$ cat src/design/assert_macros.svh
// Assertion macros shared by the design files.
// Both macros assume a clock named i_clk and an active-low reset named i_rst_n.
`ifndef ASSERT_MACROS_SVH
`define ASSERT_MACROS_SVH

// The consequent must hold in the same cycle as the antecedent.
`define LNPS_ASSERT_NOW(lbl, ante, cons, msg) \
    lbl: assert property (@(posedge i_clk) disable iff (!i_rst_n) (ante) |-> (cons)) \
        else $error(msg);

// The consequent must hold in the cycle after the antecedent.
`define LNPS_ASSERT_NEXT(lbl, ante, cons, msg) \
    lbl: assert property (@(posedge i_clk) disable iff (!i_rst_n) (ante) |=> (cons)) \
        else $error(msg);

`endif

$ cat src/design/lnps_pkg.sv
// Shared types, constants and constant functions of the log-normal peak sampler.
// It has no dependencies.
package lnps_pkg;

    typedef struct packed {
        logic valid;
        logic last;
        logic zero;
    } t_ctl;

    typedef enum logic [2:0] {
        REG_START_POS     = 3'd0,
        REG_END_POS       = 3'd1,
        REG_SAMPLE_STEP   = 3'd2,
        REG_PEAK_HEIGHT   = 3'd3,
        REG_RETENTION_POS = 3'd4,
        REG_CURVE_SCALE   = 3'd5,
        REG_SHAPE_COEFF   = 3'd6
    } t_reg_index;

    localparam logic [31:0] LN2_Q28    = 32'd186065279;
    localparam logic [30:0] ONE_Q30    = 31'h4000_0000;
    localparam logic [48:0] ONE_Q28    = 49'h1000_0000;
    localparam int          EXP_STAGES = 16;

    function automatic logic [63:0] lnps_isqrt(input logic [63:0] v_in);
        logic [63:0] v;
        logic [63:0] r;
        logic [63:0] b;
        v = v_in;
        r = 64'd0;
        b = 64'd1 << 62;
        for (int k = 0; k < 32; k++) begin
            if (v >= r + b) begin
                v = v - (r + b);
                r = (r >> 1) + b;
            end else begin
                r = r >> 1;
            end
            b = b >> 2;
        end
        return r;
    endfunction

    // Factor 2^-(2^-j) in Q.30, the j-th square root of one half.
    function automatic logic [30:0] lnps_root(input int j);
        logic [63:0] r;
        r = 64'd1 << 29;
        for (int k = 0; k < j; k++) begin
            r = lnps_isqrt(r << 30);
        end
        return r[30:0];
    endfunction

endpackage

$ cat src/design/lnps_pos.sv
// Position stages: sample position, last-sample flag, zero flag and the log argument u.
// Depends on lnps_pkg.
module lnps_pos #(
    parameter int INDEX_BITS = 16
) (
    input  logic            i_clk,
    input  logic            i_rst_n,
    input  logic            i_en,
    input  logic            i_valid,
    input  logic [15:0]     i_sample_index,
    input  logic [31:0]     i_start_pos,
    input  logic [31:0]     i_end_pos,
    input  logic [31:0]     i_sample_step,
    input  logic [31:0]     i_retention_pos,
    input  logic [31:0]     i_curve_scale,
    output lnps_pkg::t_ctl  o_ctl,
    output logic [48:0]     o_u
);
    import lnps_pkg::*;

    localparam int PW = INDEX_BITS + 33;

    logic [INDEX_BITS-1:0] idx;
    logic [PW-1:0]         raw;
    logic [PW-1:0]         prev_raw;
    logic [31:0]           n_pos;
    logic [31:0]           prev_pos;
    logic [63:0]           tprod;

    t_ctl                  r_ca, r_cb, r_cc, r_cd, r_ce;
    logic [INDEX_BITS+31:0] r_prod;
    logic                  r_izero;
    logic [31:0]           r_pos;
    logic [31:0]           r_dmag;
    logic                  r_neg_c, r_neg_d;
    logic [47:0]           r_t;
    logic [48:0]           r_u;

    assign idx      = INDEX_BITS'(i_sample_index);
    assign raw      = PW'(i_start_pos) + PW'(r_prod);
    assign prev_raw = raw - PW'(i_sample_step);
    assign n_pos    = (raw > PW'(32'hFFFF_FFFF)) ? 32'hFFFF_FFFF : raw[31:0];
    assign prev_pos = (prev_raw > PW'(32'hFFFF_FFFF)) ? 32'hFFFF_FFFF : prev_raw[31:0];
    assign tprod    = 64'(r_dmag) * 64'(i_curve_scale);

    always_ff @(posedge i_clk) begin
        if (!i_rst_n) begin
            r_ca <= '0;
            r_cb <= '0;
            r_cc <= '0;
            r_cd <= '0;
            r_ce <= '0;
        end else if (i_en) begin
            r_ca <= '{valid: i_valid, last: 1'b0, zero: 1'b0};
            r_cb <= '{valid: r_ca.valid,
                      last: (n_pos >= i_end_pos) && (r_izero || (prev_pos < i_end_pos)),
                      zero: 1'b0};
            r_cc <= r_cb;
            r_cd <= r_cc;
            r_ce <= '{valid: r_cd.valid, last: r_cd.last,
                      zero: r_neg_d && (r_t >= 48'(ONE_Q28))};
        end
    end

    always_ff @(posedge i_clk) begin
        if (i_en) begin
            r_prod  <= (INDEX_BITS+32)'(idx) * (INDEX_BITS+32)'(i_sample_step);
            r_izero <= (idx == '0);
            r_pos   <= n_pos;
            r_neg_c <= r_pos < i_retention_pos;
            r_dmag  <= (r_pos < i_retention_pos) ? i_retention_pos - r_pos
                                                 : r_pos - i_retention_pos;
            r_neg_d <= r_neg_c;
            r_t     <= tprod[63:16];
            if (r_neg_d) begin
                r_u <= (r_t >= 48'(ONE_Q28)) ? 49'd1 : ONE_Q28 - 49'(r_t);
            end else begin
                r_u <= ONE_Q28 + 49'(r_t);
            end
        end
    end

    assign o_ctl = r_ce;
    assign o_u   = r_u;

endmodule

$ cat config.mk
export PLATFORM = sky130hd
export DESIGN_NAME = lnps_pos
export DESIGN_NICKNAME = d
export VERILOG_FILES = /design/src/design/assert_macros.svh /design/src/design/lnps_pkg.sv /design/src/design/lnps_pos.sv
export SDC_FILE = /design/constraint.sdc
export NUM_CORES = 2
export LEC_CHECK = 0
export BUFFER_PORTS_ARGS = -buffer_cell sky130_fd_sc_hd__buf_2
export CAP_MARGIN = 25
export CORE_AREA = 2 2 346 348
export DETAILED_ROUTE_END_ITERATION = 16
export DIE_AREA = 0 0 348 350
export PLACE_DENSITY_LB_ADDON = 0.05
export SYNTH_ARGS = -nofsm -noshare
export SYNTH_HDL_FRONTEND = slang
export SYNTH_SLANG_ARGS = --single-unit
export TNS_END_PERCENT = 20
$ cat constraint.sdc
create_clock -name i_clk -period 22.2 [get_ports i_clk]
set_input_delay 2.22 -clock i_clk [delete_from_list [all_inputs] [get_ports i_clk]]
set_output_delay 2.22 -clock i_clk [all_outputs]
set_load 0.01 [all_outputs]
* Word-level counts from Yosys, hierarchy flattened
Cells that the tools add are included.
Storage, ports and cells: flip-flop bits (word level) 222, input bits 180, word-level logic and storage cells 41
Operators by class: add/sub/neg operators 6, multiply operators 2, magnitude comparators 6, multiplexer cells 5, reduce and logical (&&, ||, !) cells 4
Operator list (number):
- > comparator 49 x 32 -> 1 bit, second input constant | 2
- two-way mux 49 bit | 2
- two-way mux 32 bit | 3
- < comparator 32 bit | 2
- multiplier 32 x 32 -> 64 bit | 1
- subtractor 32 bit | 2
- adder 29 x 48 -> 49 bit, first input constant | 1
- adder 32 x 48 -> 49 bit | 1
- subtractor 29 x 48 -> 49 bit, first input constant | 1
- subtractor 49 x 32 -> 49 bit | 1
- greater-or-equal comparator 48 x 29 -> 1 bit, second input constant | 1
- multiplier 16 x 32 -> 48 bit | 1
- greater-or-equal comparator 32 bit | 1
- logical NOT 16 bit | 1
- logical AND 1 bit | 2
- logical OR 1 bit | 1

* Logic depth before layout (Yosys ltp)
depth after elaboration 7, mapped depth 41, mapped depth without buffers 40

* Worst setup path before layout
Ideal clock, no wire load.
path type input to register, start point input i_curve_scale[11], end point register r_t[46] (data pin), library setup time 0.258 ns, arrival time 9.251 ns, slack 12.691 ns, stages 30, cell sequence clkbuf_1 nand2_1 fa_1 inv_1 fa_1 fa_1 inv_1 fa_1 inv_1 fa_1 inv_1 fa_1 inv_1 fa_1 inv_1 fa_1 inv_1 ha_1 a21o_1 a21o_1 a21o_1 o2111a_1 o21ai_0 a31oi_1 a41oi_1 a21oi_1 a31oi_1 o2111ai_1 a31oi_1 xnor2_1
Between the ends: word-level cells in the longest chain between the ends 1
RTL lines:
- start: declaration | RTL line lnps_pos.sv:15 | input logic [31:0] i_curve_scale,
- multiplier 32 x 32 -> 64 bit | RTL line lnps_pos.sv:44 | assign tprod = 64'(r_dmag) * 64'(i_curve_scale);
- named net tprod[62] | RTL line lnps_pos.sv:28 | logic [63:0] tprod;
- end signal: assignment | RTL line lnps_pos.sv:74 | r_t <= tprod[63:16];
- end: declaration | RTL line lnps_pos.sv:36 | logic [47:0] r_t;
The timed path passes the listed nets, and every way through them passes these cells. A chain may end at the register's enable or synchronous reset.

* Final worst setup path
start point input i_curve_scale[2], end point register r_t[46] (data pin)
The elaborated chain is that of the path after synthesis.

==> results by group <==
Status
  – Outcome: completed

Logic synthesis
  – Synthesized area per cell: 8.90 µm²
  – Synth Area in Simple Gates: 16.2%
  – Register bit total from synthesis: 222
  – Most frequent cell after synthesis: inv_1
  – Mapped Cells: 7,265
  – Mux contribution to synthesized area: 0.393%
  – Post-synthesis cell area: 64,700 µm²
  – Synth Area in Compound Gates: 7.74%
  – Seq/Total Area, Yosys: 10.2%
  – Synth warnings: 0
  – Area leader, netlist: fa_1
  – EDFF count, synth: 212
  – Synth top area share: 40.8%
  – FFs w/ async S/R, synth: 0%
  – Cell variety after synth: 80
  – Synth Area in XOR/XNOR: 2.70%
  – Net count after synthesis: 9,336
  – Post-synth top cells: inv_1, nand2_1, fa_1
  – Most used DFF post-synth: edfxtp_1
  – Largest family of logic cells by synthesized area: adder cells
  – Adder-Cell Fraction of Synth Area: 51.9%
  – Top cells by area, synth: fa_1, ha_1, edfxtp_1

Timing
  – Setup TNS: 0 ns
  – Slew Viols, Final: 0
  – Final Setup Violations: 0
  – Slew headroom: 22.4%
  – Clk_skew: 0.0456 ns
  – RSZ-0062 raised after global routing: false
  – Least-Margin Pin Slew: 1.16 ns
  – Setup ws final: 11.62 ns
  – Tmin final: 10.58 ns
  – Tcrit/Tclk final: 47.7%
  – Final hold viol count: 0
  – FMAX: 94.5 MHz

Setup path
  – Critical Path RT: 22.58 ns
  – Worst Path Buf+Inv: 8
  – Critical path's most frequent cell: fa_1
  – WS Path Type: input pin to flip-flop
  – Critical Path End Type: flip-flop
  – CP Max Fanout: 32
  – Slowest stage delay, CP: 0.92 ns
  – Top delay family on crit path: adder cells
  – Worst path arrival time: 10.96 ns
  – CP startpoint kind: input pin
  – Slowest stage cell, crit path: a221oi_1

Routing
  – DRC violations left: 0
  – Detailed Route Iter0 Violations: 3,402
  – First-pass DRT Iterations: 5
  – Wire per inst: 22.9 µm
  – Total Wirelength: 201 mm
  – Vias per cell: 5.68
  – Antenna Violating Nets Remaining: 0
  – Vias: 49,957

Cells and area
  – Fin util: 57.5%
  – Share of layout cells above drive strength 1: 5.05%
  – Fin cells: 8,788
  – FILL cells: 10,854
  – Final nets: 9,296
  – Syn-to-layout area delta: 4.69%

CTS
  – CTS root buf: clkbuf_16
  – Later-pin clock latency in the skew report: 0.64 ns
  – Deepest clock path buffer count: 3
  – CTS tree: yes
  – Clock sinks: 222
  – CTS H-Tree Depth: 1
  – CTS Hold Bufs: 0
  – CTS Buf Count: 28
  – CTS clk-pin slew, worst paths: 0.07 ns
  – Post-CTS setup buffers: 0
  – CTS resizes: 0

Die
  – Initial core utilization: 54.9%
  – Die Ht: 350 µm
  – I/O pin count: 232
  – Site Rows: 126
  – Core area: 118,000 µm²
  – Die Width: 348 µm
  – Die ar.: 122,000 µm²

Global routing
  – First-pass GRT wire length: 311 mm
  – Number of global-route vias before repair: 52,600
  – Largest net degree at the start of global routing: 104
  – Overall Global Routing Usage: 33.8%
  – GRT Residual Overflow: 0
  – Antenna violations before repair: 12

Min path
  – HP Class: flip-flop to flip-flop

Place
  – Port Buf Inserts: 231
  – Placed Cells: 8,731
  – Placed wire-length estimate after detailed placement: 154 mm
  – Gpl congestion: 0.983
  – DP Worst Slack: 11.18 ns

Run
  – Max_cap viols: 0
## registers in the layout, summed over array words and instances, names as in the netlist
| register | cells |
|---|---|
| o_ctl | 3 |
| o_u | 49 |
| r_ca | 1 |
| r_cb | 2 |
| r_cc | 2 |
| r_cd | 2 |
| r_dmag | 32 |
| r_izero | 1 |
| r_neg_c | 1 |
| r_neg_d | 1 |
| r_pos | 32 |
| r_prod | 48 |
| r_t | 48 |
## worst reg2reg max path, delay by kind of cell, from the launching register on
| family | cells | cell delay, ns |
|---|---|---|
| and+or+nand+nor | 4 | 0.69 |
| AOI/OAI and AO/OA | 8 | 2.61 |
| adders and majority gates | 9 | 4.14 |
| xor gates and xnor gates | 1 | 0.10 |
| buffers and inverters | 6 | 0.71 |
| DFF | 1 | 0.98 |
## layout by cell type, fill, tap and decap left out, drive strengths merged, types with 16 or more instances in the layout
cell type and instances:
mux2i 22, xor2 72, nand2 1319, a21oi 234
o21bai 38, a211oi 18, inv 1530, edfxtp 212
o211ai 19, a21o 114, fa 1317, o21a 26
ha 574, nand3 51, nand2b 73, nor2b 54
clkbuf 36, and2 424, or3 20, and3 32
o31ai 24, nor2 134, o21ai 188, nor3 46
buf 288, nor4 16, nand4 44, xnor2 127
a31oi 31
## worst paths after layout
path | from | endpoint | slack (ns) | depth (start not counted)
min | r_neg_c$_DFFE_PP_ | r_neg_d$_DFFE_PP_ | 0.43 | 0
max | i_curve_scale[2] | r_t[46]$_DFFE_PP_ | 11.62 | 30
min reg2reg | r_neg_c$_DFFE_PP_ | r_neg_d$_DFFE_PP_ | 0.43 | 0
max reg2reg | r_dmag[5]$_DFFE_PP_ | r_t[46]$_DFFE_PP_ | 12.75 | 28
## cells by family after synthesis
family,after synthesis
compound gates,789
xor+xnor,199
fa+ha+maj,1891
buf+inv,1887
flops,222
mux,25
simple gates,2252
## metrics by stage
step	hold WS [ns]	instance area [µm²]
final	0.433	67700
after detailed placement	0.417	66800
after floorplan	0.400	64700
after global placement	0.416	66800
after CTS	0.434	67700
after global routing	0.439	67700
## routing by layer
layer,vias to the layer above,GRT usage (%),wire [µm]
met3,456,5.68,14800
met1,25433,40.8,74600
met4,16,18.4,13100
li1,22078,-,-
met5,-,0,101
met2,1974,58.0,98500
## cell type report
class	count	area (µm²)	share of cell area [%]
inverter	1529	5740	8.48
tap	1536	1920	2.84
sequential	222	6570	9.70
clock buffer	36	731	1.08
antenna	6	15.0	0.0222
multi-input combinational	5156	51000	75.4
clock inverter	15	113	0.166
timing repair buffer	288	1590	2.35
Power is left out: the tool's default activity adds up to more than one toggle a clock period on the data nets, which glitch-free logic cannot reach.
